**config.mk**
```make
export PLATFORM = sky130hd
export DESIGN_NAME = priority_ready_queue_scheduler
export DESIGN_NICKNAME = d
export VERILOG_FILES = /design/src/design/prq_pkg.sv /design/src/design/prq_core.sv /design/src/design/priority_ready_queue_scheduler.sv
export SDC_FILE = /design/constraint.sdc
export NUM_CORES = 1
export LEC_CHECK = 0
export ABC_AREA = 0
export BUFFER_PORTS_ARGS = -buffer_cell sky130_fd_sc_hd__buf_4
export CAP_MARGIN = 20
export CELL_PAD_IN_SITES_DETAIL_PLACEMENT = 1
export CELL_PAD_IN_SITES_GLOBAL_PLACEMENT = 2
export CORE_MARGIN = 2
export CORE_UTILIZATION = 48
export DETAILED_ROUTE_END_ITERATION = 8
export HOLD_SLACK_MARGIN = 0.02
export PLACE_DENSITY = 0.77
export SETUP_SLACK_MARGIN = 0.3
export SLEW_MARGIN = 0
export SYNTH_ARGS = -nofsm -noshare
export SYNTH_HDL_FRONTEND = slang
export SYNTH_SLANG_ARGS = --single-unit
```
**constraint.sdc**
```tcl
create_clock -name clock -period 4.1 [get_ports clock]
set_input_delay 0.41 -clock clock [delete_from_list [all_inputs] [get_ports clock]]
set_output_delay 0.41 -clock clock [all_outputs]
set_load 0.01 [all_outputs]
```
**src/design/prq_pkg.sv**
```systemverilog
// Shared types, request and status codes, and default sizes of the ready queue scheduler.
package prq_pkg;

   localparam int DEF_MAX_TASKS     = 16;
   localparam int DEF_PRIORITY_BITS = 8;
   localparam int DEF_COUNTER_BITS  = 16;

   localparam int KIND_W   = 3;
   localparam int TASK_W   = 4;
   localparam int PRIO_W   = 8;
   localparam int SLICE_W  = 16;
   localparam int STATUS_W = 2;
   localparam int COUNT_W  = 5;

   typedef enum logic [KIND_W-1:0] {
      REQ_ENQUEUE = 3'd0,
      REQ_DEQUEUE = 3'd1,
      REQ_PICK    = 3'd2,
      REQ_LOAD    = 3'd3,
      REQ_TICK    = 3'd4
   } req_kind_type;

   localparam logic [STATUS_W-1:0] STATUS_OK         = 2'd0;
   localparam logic [STATUS_W-1:0] STATUS_ALREADY    = 2'd1;
   localparam logic [STATUS_W-1:0] STATUS_NOT_QUEUED = 2'd2;

   typedef struct packed {
      logic [KIND_W-1:0]  kind;
      logic [TASK_W-1:0]  task_id;
      logic [PRIO_W-1:0]  prio;
      logic [SLICE_W-1:0] slice;
   } req_item_type;

   typedef struct packed {
      logic [TASK_W-1:0]   picked_task;
      logic                idle;
      logic                resched;
      logic [STATUS_W-1:0] status;
      logic [COUNT_W-1:0]  running_count;
   } rsp_item_type;

   typedef struct packed {
      logic ready;
      logic done;
   } core_stat_type;

endpackage

```
**src/design/prq_core.sv**
```systemverilog
// Request sequencer of the ready queue: task entry and slice memories, scan and rank sweeps.
module prq_core
   import prq_pkg::*;
#(
   parameter int MAX_TASKS     = DEF_MAX_TASKS,
   parameter int PRIORITY_BITS = DEF_PRIORITY_BITS,
   parameter int COUNTER_BITS  = DEF_COUNTER_BITS
) (
   input  logic          clock,
   input  logic          reset,
   input  logic          start,
   input  req_item_type  req,
   input  logic          take,
   output core_stat_type stat,
   output rsp_item_type  rsp
);

   localparam int IW = $clog2(MAX_TASKS);
   localparam int RB = IW;
   localparam int PB = PRIORITY_BITS;
   localparam int CB = COUNTER_BITS;
   localparam int EW = PB + RB;
   localparam int CW = $clog2(MAX_TASKS + 1);
   localparam logic [IW-1:0] LAST_IDX = IW'(MAX_TASKS - 1);

   typedef enum logic [2:0] {
      ST_IDLE,
      ST_DEQ_RANK,
      ST_TICK,
      ST_INSERT,
      ST_SCAN,
      ST_REMOVE,
      ST_FINISH
   } state_type;

   // entry memory: {priority, recency rank}, rank 0 is the newest queued task
   logic [EW-1:0] ent_mem [MAX_TASKS];
   logic [EW-1:0] ent_rd_ff;
   logic [IW-1:0] ent_raddr;
   logic          ent_we;
   logic [IW-1:0] ent_waddr;
   logic [EW-1:0] ent_wdata;

   logic [CB-1:0] slc_mem [MAX_TASKS];
   logic [CB-1:0] slc_rd_ff;
   logic          slc_we;
   logic [IW-1:0] slc_waddr;
   logic [CB-1:0] slc_wdata;

   state_type     state_ff, state_in;
   logic [IW-1:0] tidx_ff, tidx_in;
   logic [PB-1:0] prio_ff, prio_in;
   logic          queued_ff [MAX_TASKS];
   logic          queued_in [MAX_TASKS];
   logic          slc_vld_ff [MAX_TASKS];
   logic          slc_vld_in [MAX_TASKS];
   logic [CW-1:0] count_ff, count_in;
   logic [IW-1:0] sweep_ff, sweep_in;
   logic          issue_ff, issue_in;
   logic          pend_ff, pend_in;
   logic [IW-1:0] rd_idx_ff, rd_idx_in;
   logic          best_found_ff, best_found_in;
   logic [IW-1:0] best_idx_ff, best_idx_in;
   logic [PB-1:0] best_prio_ff, best_prio_in;
   logic [RB-1:0] best_rank_ff, best_rank_in;
   logic [RB-1:0] rem_rank_ff, rem_rank_in;
   logic [IW-1:0] res_picked_ff, res_picked_in;
   logic          res_idle_ff, res_idle_in;
   logic          res_resched_ff, res_resched_in;
   logic [STATUS_W-1:0] res_status_ff, res_status_in;

   logic [IW-1:0] req_tidx;
   logic          id_ok;
   logic [PB-1:0] rd_prio;
   logic [RB-1:0] rd_rank;
   logic          sweep_done;
   logic [CB-1:0] cur_slice;

   assign req_tidx   = IW'(req.task_id);
   assign id_ok      = 32'(req.task_id) < MAX_TASKS;
   assign rd_prio    = ent_rd_ff[EW-1:RB];
   assign rd_rank    = ent_rd_ff[RB-1:0];
   assign sweep_done = !issue_ff && !pend_ff;
   assign cur_slice  = slc_vld_ff[tidx_ff] ? slc_rd_ff : '0;
   assign ent_raddr  = (state_ff == ST_IDLE) ? req_tidx : sweep_ff;

   always_ff @(posedge clock) begin
      if (ent_we) begin
         ent_mem[ent_waddr] <= ent_wdata;
      end
      ent_rd_ff <= ent_mem[ent_raddr];
   end

   always_ff @(posedge clock) begin
      if (slc_we) begin
         slc_mem[slc_waddr] <= slc_wdata;
      end
      slc_rd_ff <= slc_mem[req_tidx];
   end

   always_comb begin
      state_in       = state_ff;
      tidx_in        = tidx_ff;
      prio_in        = prio_ff;
      queued_in      = queued_ff;
      slc_vld_in     = slc_vld_ff;
      count_in       = count_ff;
      sweep_in       = sweep_ff;
      issue_in       = 1'b0;
      pend_in        = 1'b0;
      rd_idx_in      = rd_idx_ff;
      best_found_in  = best_found_ff;
      best_idx_in    = best_idx_ff;
      best_prio_in   = best_prio_ff;
      best_rank_in   = best_rank_ff;
      rem_rank_in    = rem_rank_ff;
      res_picked_in  = res_picked_ff;
      res_idle_in    = res_idle_ff;
      res_resched_in = res_resched_ff;
      res_status_in  = res_status_ff;
      ent_we         = 1'b0;
      ent_waddr      = rd_idx_ff;
      ent_wdata      = ent_rd_ff;
      slc_we         = 1'b0;
      slc_waddr      = tidx_ff;
      slc_wdata      = '0;

      // advance the sweep: issue one read per cycle and process it in the cycle after
      if (issue_ff) begin
         pend_in   = 1'b1;
         rd_idx_in = sweep_ff;
         sweep_in  = sweep_ff + IW'(1);
         issue_in  = (sweep_ff != LAST_IDX);
      end

      case (state_ff)
         ST_IDLE: begin
            if (start) begin
               tidx_in        = req_tidx;
               prio_in        = PB'(req.prio);
               res_picked_in  = '0;
               res_idle_in    = 1'b0;
               res_resched_in = 1'b0;
               res_status_in  = STATUS_OK;
               sweep_in       = '0;
               state_in       = ST_FINISH;
               if (req.kind == REQ_PICK) begin
                  if (count_ff == '0) begin
                     res_idle_in = 1'b1;
                  end else begin
                     best_found_in = 1'b0;
                     issue_in      = 1'b1;
                     state_in      = ST_SCAN;
                  end
               end else if (req.kind <= REQ_TICK && !id_ok) begin
                  res_status_in = STATUS_NOT_QUEUED;
               end else begin
                  case (req.kind)
                     REQ_ENQUEUE: begin
                        if (queued_ff[req_tidx]) begin
                           res_status_in = STATUS_ALREADY;
                        end else begin
                           issue_in = 1'b1;
                           state_in = ST_INSERT;
                        end
                     end
                     REQ_DEQUEUE: begin
                        if (!queued_ff[req_tidx]) begin
                           res_status_in = STATUS_NOT_QUEUED;
                        end else begin
                           queued_in[req_tidx] = 1'b0;
                           count_in            = count_ff - CW'(1);
                           state_in            = ST_DEQ_RANK;
                        end
                     end
                     REQ_LOAD: begin
                        slc_we               = 1'b1;
                        slc_waddr            = req_tidx;
                        slc_wdata            = CB'(req.slice);
                        slc_vld_in[req_tidx] = 1'b1;
                     end
                     REQ_TICK: begin
                        state_in = ST_TICK;
                     end
                     default: begin
                     end
                  endcase
               end
            end
         end
         ST_DEQ_RANK: begin
            rem_rank_in = rd_rank;
            sweep_in    = '0;
            issue_in    = 1'b1;
            state_in    = ST_REMOVE;
         end
         ST_TICK: begin
            slc_we              = 1'b1;
            slc_vld_in[tidx_ff] = 1'b1;
            if (cur_slice <= CB'(1)) begin
               slc_wdata      = '0;
               res_resched_in = 1'b1;
            end else begin
               slc_wdata = cur_slice - CB'(1);
            end
            state_in = ST_FINISH;
         end
         ST_INSERT: begin
            // age every queued task, then place the new one at rank zero
            if (pend_ff && queued_ff[rd_idx_ff]) begin
               ent_we    = 1'b1;
               ent_wdata = {rd_prio, rd_rank + RB'(1)};
            end
            if (sweep_done) begin
               ent_we             = 1'b1;
               ent_waddr          = tidx_ff;
               ent_wdata          = {prio_ff, RB'(0)};
               queued_in[tidx_ff] = 1'b1;
               count_in           = count_ff + CW'(1);
               state_in           = ST_FINISH;
            end
         end
         ST_SCAN: begin
            if (pend_ff && queued_ff[rd_idx_ff]) begin
               if (!best_found_ff || rd_prio > best_prio_ff ||
                   (rd_prio == best_prio_ff && rd_rank < best_rank_ff)) begin
                  best_found_in = 1'b1;
                  best_idx_in   = rd_idx_ff;
                  best_prio_in  = rd_prio;
                  best_rank_in  = rd_rank;
               end
            end
            if (sweep_done) begin
               queued_in[best_idx_ff] = 1'b0;
               count_in               = count_ff - CW'(1);
               rem_rank_in            = best_rank_ff;
               res_picked_in          = best_idx_ff;
               sweep_in               = '0;
               issue_in               = 1'b1;
               state_in               = ST_REMOVE;
            end
         end
         ST_REMOVE: begin
            // close the gap left in the rank order
            if (pend_ff && queued_ff[rd_idx_ff] && rd_rank > rem_rank_ff) begin
               ent_we    = 1'b1;
               ent_wdata = {rd_prio, rd_rank - RB'(1)};
            end
            if (sweep_done) begin
               state_in = ST_FINISH;
            end
         end
         ST_FINISH: begin
            if (take) begin
               state_in = ST_IDLE;
            end
         end
         default: begin
            state_in = ST_IDLE;
         end
      endcase
   end

   always_ff @(posedge clock) begin
      tidx_ff        <= tidx_in;
      prio_ff        <= prio_in;
      sweep_ff       <= sweep_in;
      rd_idx_ff      <= rd_idx_in;
      best_found_ff  <= best_found_in;
      best_idx_ff    <= best_idx_in;
      best_prio_ff   <= best_prio_in;
      best_rank_ff   <= best_rank_in;
      rem_rank_ff    <= rem_rank_in;
      res_picked_ff  <= res_picked_in;
      res_idle_ff    <= res_idle_in;
      res_resched_ff <= res_resched_in;
      res_status_ff  <= res_status_in;
      if (reset) begin
         state_ff   <= ST_IDLE;
         queued_ff  <= '{default: 1'b0};
         slc_vld_ff <= '{default: 1'b0};
         count_ff   <= '0;
         issue_ff   <= 1'b0;
         pend_ff    <= 1'b0;
      end else begin
         state_ff   <= state_in;
         queued_ff  <= queued_in;
         slc_vld_ff <= slc_vld_in;
         count_ff   <= count_in;
         issue_ff   <= issue_in;
         pend_ff    <= pend_in;
      end
   end

   assign stat.ready = (state_ff == ST_IDLE);
   assign stat.done  = (state_ff == ST_FINISH);

   assign rsp.picked_task   = TASK_W'(res_picked_ff);
   assign rsp.idle          = res_idle_ff;
   assign rsp.resched       = res_resched_ff;
   assign rsp.status        = res_status_ff;
   assign rsp.running_count = COUNT_W'(count_ff);

endmodule

```
**src/design/priority_ready_queue_scheduler.sv**
```systemverilog
// Top level of the priority ready queue scheduler: request intake and response register.
//
//   channel  direction  handshake                payload
//   req      in         req_valid / req_stall    req_type, req_task_id, req_priority_req,
//                                                req_slice_value
//   rsp      out        rsp_valid / rsp_stall    rsp_picked_task, rsp_idle, rsp_resched,
//                                                rsp_status, rsp_running_count
//
// One request at a time. Load and rejected requests finish directly, tick reads and then
// writes the slice; enqueue and dequeue (after a rank read) run the rank sweep through the
// entry memory (one entry read per cycle); pick next runs a scan, then the rank sweep.
// Reset clears the queued and slice-valid bits at once; no clearing pass.
// A waiting response does not block intake; a finished request holds until the response
// register is free.
module priority_ready_queue_scheduler
   import prq_pkg::*;
#(
   parameter int MAX_TASKS     = DEF_MAX_TASKS,
   parameter int PRIORITY_BITS = DEF_PRIORITY_BITS,
   parameter int COUNTER_BITS  = DEF_COUNTER_BITS
) (
   input  logic                clock,
   input  logic                reset,
   input  logic                req_valid,
   output logic                req_stall,
   input  logic [KIND_W-1:0]   req_type,
   input  logic [TASK_W-1:0]   req_task_id,
   input  logic [PRIO_W-1:0]   req_priority_req,
   input  logic [SLICE_W-1:0]  req_slice_value,
   output logic                rsp_valid,
   input  logic                rsp_stall,
   output logic [TASK_W-1:0]   rsp_picked_task,
   output logic                rsp_idle,
   output logic                rsp_resched,
   output logic [STATUS_W-1:0] rsp_status,
   output logic [COUNT_W-1:0]  rsp_running_count
);

   req_item_type  req_item;
   rsp_item_type  core_rsp;
   core_stat_type core_stat;
   logic          start;
   logic          take;
   logic          rsp_valid_ff, rsp_valid_in;
   rsp_item_type  rsp_ff, rsp_in;

   assign req_item.kind    = req_type;
   assign req_item.task_id = req_task_id;
   assign req_item.prio    = req_priority_req;
   assign req_item.slice   = req_slice_value;

   assign req_stall = !core_stat.ready;
   assign start     = req_valid && core_stat.ready;
   // the response register can take a new request result when empty or draining
   assign take      = !rsp_valid_ff || !rsp_stall;

   prq_core #(
      .MAX_TASKS     (MAX_TASKS),
      .PRIORITY_BITS (PRIORITY_BITS),
      .COUNTER_BITS  (COUNTER_BITS)
   ) u_core (
      .clock (clock),
      .reset (reset),
      .start (start),
      .req   (req_item),
      .take  (take),
      .stat  (core_stat),
      .rsp   (core_rsp)
   );

   always_comb begin
      rsp_in       = rsp_ff;
      rsp_valid_in = rsp_valid_ff;
      if (core_stat.done && take) begin
         rsp_in       = core_rsp;
         rsp_valid_in = 1'b1;
      end else if (!rsp_stall) begin
         rsp_valid_in = 1'b0;
      end
   end

   always_ff @(posedge clock) begin
      rsp_ff <= rsp_in;
      if (reset) begin
         rsp_valid_ff <= 1'b0;
      end else begin
         rsp_valid_ff <= rsp_valid_in;
      end
   end

   assign rsp_valid         = rsp_valid_ff;
   assign rsp_picked_task   = rsp_ff.picked_task;
   assign rsp_idle          = rsp_ff.idle;
   assign rsp_resched       = rsp_ff.resched;
   assign rsp_status        = rsp_ff.status;
   assign rsp_running_count = rsp_ff.running_count;

endmodule
```
Word-level counts from Yosys, hierarchy flattened
Memories as Yosys holds them, arrays and structs flattened. A register that Yosys moved wholly into a read port is not among the register bits.
Index checks and enable logic that the tools add are counted.
{"block": "op_classes", "add_sub_neg": 6, "order_cmp": 11, "n_eq_ne": 27, "n_mux": 105, "bitwise": 11, "reduce_logical": 35}
{"op": "$mux 16", "count": 14}
{"op": "$pmux 16 s2", "count": 2}
{"op": "$mux 4", "count": 15}
{"op": "$or 16x16->16", "count": 3}
{"op": "$pmux 16 s3", "count": 1}
{"op": "$mux 1", "count": 38}
{"op": "$and 16x16->16", "count": 2}
{"op": "$not 16->16", "count": 2}
{"op": "$mux 5", "count": 6}
{"op": "$ne 2x1->1 const B", "count": 13}
{"op": "$pmux 12 s2", "count": 1}
{"op": "$mux 3", "count": 7}
{"op": "$ge 5x5->1 const B", "count": 4}
{"op": "$not 4->5", "count": 4}
{"op": "$pmux 3 s6", "count": 1}
{"op": "$le 16x1->1 const B", "count": 1}
{"op": "$pmux 4 s2", "count": 2}
{"op": "$sub 16x1->16 const B", "count": 1}
{"op": "$lt 5x1->1 const B", "count": 3}
{"op": "$pmux 5 s3", "count": 1}
{"op": "$bmux 1 s4", "count": 3}
{"op": "$demux 1 s4", "count": 3}
{"op": "$eq 3x2->1 const B", "count": 4}
{"op": "$eq 3x3->1 const B", "count": 4}
{"op": "other kinds (31)", "count": 60}
{"block": "totals", "reg_bits": 105, "ram_bits": 448, "input_bits": 35, "output_inout_bits": 15, "elab_cells": 252, "mem_count": 2}
{"name": "u_core.slc_mem", "words": 16, "width": 16, "rd": 1, "rd_clocked_by_memory_dff": 1, "write_ports": 1, "line": "prq_core.sv:44", "source": "logic [CB-1:0] slc_mem [MAX_TASKS];"}
{"name": "u_core.ent_mem", "words": 16, "width": 12, "rd": 1, "rd_clocked_by_memory_dff": 1, "write_ports": 1, "line": "prq_core.sv:37", "source": "logic [EW-1:0] ent_mem [MAX_TASKS];"}

Longest topological paths before layout
{"block": "logic_depth", "ltp_word": 12, "mapped_depth": 13, "depth_no_buf": 10}

Cells and area by module
A second synthesis with hierarchy kept.
{"block": "unflattened", "cells_unflattened": 1398, "hier_area_um2": 23674.0}
{"module": "prq_core", "n_inst": 1, "cells_each": 1378, "area_each_um2": 23234.8, "seq_area_each_um2": 16285.6}
{"module": "priority_ready_queue_scheduler", "n_inst": 1, "cells_each": 20, "area_each_um2": 439.2, "seq_area_each_um2": 410.4}

Worst setup path before layout
OpenSTA, ideal clock, no wires.
{"block": "synth_path", "kind": "register -> register", "startpoint": "reg u_core.tidx_ff[3]", "endpoint": "mem u_core.slc_mem[0][12] (netlist bit), data pin", "setup_time_ns": 0.330, "t_arrival_ns": 3.261, "required_time_ns": 3.770, "setup_slack_ns": 0.509, "stages_incl_launch_ff": 14, "path_buffers": 3, "period_less_slack_ns": 3.591, "path_cell_list": "edfxtp_1 > buf_2 > mux2_2 > o22ai_1 > o22ai_2 > clkbuf_1 > nand2_1 > ha_1 > clkbuf_1 > nand3_1 > nor2_1 > xor2_1 > mux2i_1 > o21ai_0"}
{"block": "synth_between", "elab_chain_len": 8, "word_cells_on_any_way": 9, "cone_classes": "add/sub: 1; order compare: 1; mux: 6; bitwise: 1"}
{"element": "from (decl)", "line": "prq_core.sv:51", "source": "logic [IW-1:0] tidx_ff, tidx_in;"}
{"element": "from (signal assigned)", "line": "prq_core.sv:265", "source": "tidx_ff <= tidx_in;"}
{"element": "$not 4->5 (not written as such) *", "line": "prq_core.sv:84", "source": "assign cur_slice = slc_vld_ff[tidx_ff] ? slc_rd_ff : '0;"}
{"element": "$bmux 1 s4 *", "line": "prq_core.sv:84"}
{"element": "$mux 1 (not written as such) * (2 in series)", "line": "prq_core.sv:84"}
{"element": "$mux 16 *", "line": "prq_core.sv:84"}
{"element": "$sub 16x1->16 / $le 16x1->1 (equally long branches)", "line": "prq_core.sv:204, prq_core.sv:200"}
{"element": "$mux 16 *", "line": "prq_core.sv:200", "source": "if (cur_slice <= CB'(1)) begin"}
{"element": "$pmux 16 s2 *", "line": "prq_core.sv:136", "source": "case (state_ff)"}
{"element": "net u_core.slc_wdata[12]", "line": "prq_core.sv:48", "source": "logic [CB-1:0] slc_wdata;"}
{"element": "to (decl)", "line": "prq_core.sv:44"}
Mark *: on every way through the listed nets, which the timed path passes. The rest lies on a longest branch. The select of a mux whose other input is x is not followed.

Worst setup path in the final report
{"block": "layout_path", "startpoint": "reg u_core.tidx_ff[3]", "endpoint": "mem u_core.slc_mem[6][1] (netlist bit), data pin"}
Same word-level chain as after synthesis.

==> impl_metrics.tcl <==
set metrics [dict create \
    required_ns 4.39 \
    drt-pass1-iter-count 7 \
    grtUsageTotal_pct 23.3 \
    fmax_mhz 282 \
    drc 0 \
    synth_commonest_cells "edfxtp_1 (506), mux4_2 (136), nand2_1 (115)" \
    ant_nets 0 \
    dp_hpwl_mm 37.5 \
    place_congestion 0.824 \
    grt_pass1_wl_mm 87.4 \
    ff_latch_area_um2 16700 \
    grt_pass1_vias 13960 \
    max_cap_viol_count 0 \
    fin_hold_ws_ns 0.109 \
    cp_top_family "compound AO/OA/AOI/OAI gates" \
    die_h_um 226 \
    avgSynthCellArea_um2 16.8 \
    synth_compound_area_share_pct 5.37 \
    ys_seq_area_share_pct 70.4 \
    finalSetupViolCount 0 \
    numPortBuffers 49 \
    core_um2 48800 \
    yosysWarnings 0 \
    cp-end-kind "flip-flop" \
    dp_slack_ns 0.585 \
    ys_types 60 \
    vdd_drop_max_v 0.000447 \
    layout-drive-gt1-share_pct 25.9 \
    hold_class "primary input to flip-flop" \
    skew_ns 0.0221 \
    synth_area_leader_cell "edfxtp_1" \
    vias 13327 \
    path_max_fanout 16 \
    p_leak_uw 0.00930 \
    crit_buf_inv 0 \
    path_class "flip-flop to flip-flop" \
    fin_crit_sh_pct 86.4 \
    synth_top_family_by_area "multiplexers" \
    cts-resized-gates 0 \
    worst_slew_pin_slew_ns 0.996 \
    nNetsFinal 1595 \
    synthMuxAreaShare_pct 14.1 \
    crit_path_top_delay_cell "edfxtp_1" \
    fin_ws_ns 0.558 \
    postCtsHoldBufs 8 \
    async_reset_ff_share_pct 0 \
    ys.flop_type "edfxtp_1" \
    fin_crit_ns 3.54 \
    viasPerCell 5.93 \
    cts_root_buf "clkbuf_16" \
    power_per_cell_area_nw_per_um2 614 \
    synth_top_area_share_pct 64.1 \
    synth_adder_area_share_pct 1.30 \
    wl_mm 58.1 \
    wire_per_inst_um 25.8 \
    multiInputGateArea_um2 6740 \
    path_cells "mux4_2 -> o22ai_1 -> o22ai_2 -> nand2_1 -> ha_1 -> nor2_1 -> a21o_1 -> and2_1 -> a22o_1" \
    dieArea_um2 51200 \
    synthSimpleGateAreaFrac_pct 6.42 \
    drv_slew 0 \
    fill_cells 4465 \
    p_total_uw 16800 \
    dieWidth_um 226 \
    status "finished, final reports clean" \
    cts_buffer_depth 3 \
    synth_seq_cells 581 \
    antenna_found_initial 0 \
    cts_buffers 59 \
    antennaDiodeCount 0 \
    startpoint_type "flip-flop" \
    setup-tns-final_ns 0 \
    syn2layout_area_growth_pct 15.7 \
    cp.arrival_ns 3.83 \
    rsz0062_at_grt "no" \
    syn_nets 1466 \
    clkTransAtPathRegs_ns 0.07 \
    cts_tree "yes" \
    grt_max_degree 66 \
    post_cts_buffers 0 \
    clock-sinks 581 \
    insertion_delay_ns 0.62 \
    synth_xor_area_share_pct 0.628 \
    final-hold-violation-count 0 \
    initialDrtViolationCount 1217 \
    critPathMaxStageDelay_ns 0.65 \
    synth_cells 1407 \
    initial_core_util_pct 48.5 \
    ioPinCount 50 \
    overflow 0 \
    syn_area_um2 23700 \
    synth-edff-count 506 \
    synthTopCellsByArea "edfxtp_1 (64%), mux4_2 (13%), dfxtp_1 (6.3%), nand2_1 (1.8%), nor2_1 (1.3%)" \
    rows 81 \
    maxSlewHeadroom_pct 33.6 \
    cts.htree.levels 2 \
    synth.most_common_cell "edfxtp_1" \
]
-- registers in the layout (all words and copies together), names as in the netlist, 5 cells and up --
| register | count |
|---|---|
| u_core.count_ff | 5 |
| u_core.slc_rd_ff | 16 |
| rsp_running_count | 5 |
| u_core.ent_mem | 192 |
| u_core.best_prio_ff | 8 |
| u_core.queued_ff | 16 |
| u_core.ent_rd_ff | 12 |
| u_core.slc_vld_ff | 16 |
| u_core.prio_ff | 8 |
| u_core.slc_mem | 256 |
-- through the flow --
stage,area [µm²],instances,utilization (%)
3_5_place_dp,25400,2130,52.0
4_1_cts,27400,2248,56.1
3_3_place_gp,25300,2126,51.9
6_report,27400,2249,56.2
2_1_floorplan,23700,1407,-
5_1_grt,27400,2249,56.2
-- cell families after synthesis --
| logic type | Yosys count |
|---|---|
| xor gates and xnor gates | 17 |
| adders and majority gates | 24 |
| and+or+nand+nor | 329 |
| DFF | 581 |
| muxes | 163 |
| AOI/OAI and AO/OA | 194 |
| buffers and inverters | 99 |
-- final cells by class --
cell class	instances	area share [%]
well taps	664	3.03
multi-input cells	727	24.6
flip-flops and latches	581	60.9
repair buffers	138	4.05
inverters	29	0.397
clock buffers	73	5.68
clock inverters	37	1.41
-- tightest hold or removal path: stages --
cell,delay (ns)
buf_4,0.12
nand2_1,0.08
a21oi_1,0.06
-- placed cells by master (no fill, tap or decap), types with 26 or more instances in the layout --
cell / instances
edfxtp_1: 506
mux4_2: 136
buf_4: 124
nand2_1: 115
dfxtp_1: 75
nor2_1: 66
clkbuf_16: 59
a21oi_1: 46
o21ai_0: 39
inv_1: 29
a22oi_1: 29
nor3_1: 26
-- final timing paths --
path / start / endpoint / slack [ns] / depth (start not counted)
worst max-delay path: u_core.tidx_ff[3] / u_core.slc_mem[6][1] / 0.56 / 9
worst min-delay path: rsp_stall / rsp_valid / 0.11 / 3
worst max register to register: u_core.tidx_ff[3] / u_core.slc_mem[6][1] / 0.56 / 9
worst min register to register: u_core.res_picked_ff[0] / rsp_picked_task[0] / 0.42 / 0
-- per-layer routing --
metal	share of wire, %	GRT usage (%)	routed length, µm	up-vias
met4	2.9	7.39	1690	0
met2	49	38.3	28500	388
met3	5.0	3.49	2930	101
met5	0	0	0	-
li1	-	-	-	5855
met1	43	32.1	24900	6983
-- power by group --
part           internal (µW)  total [µW]  leakage [µW]  switching, µW
logic                   1450        3820       0.00311           2370
registers               7350        7660       0.00525            309
clock network           3100        5360      0.000931           2260
Power figures use the tool's default switching activity.
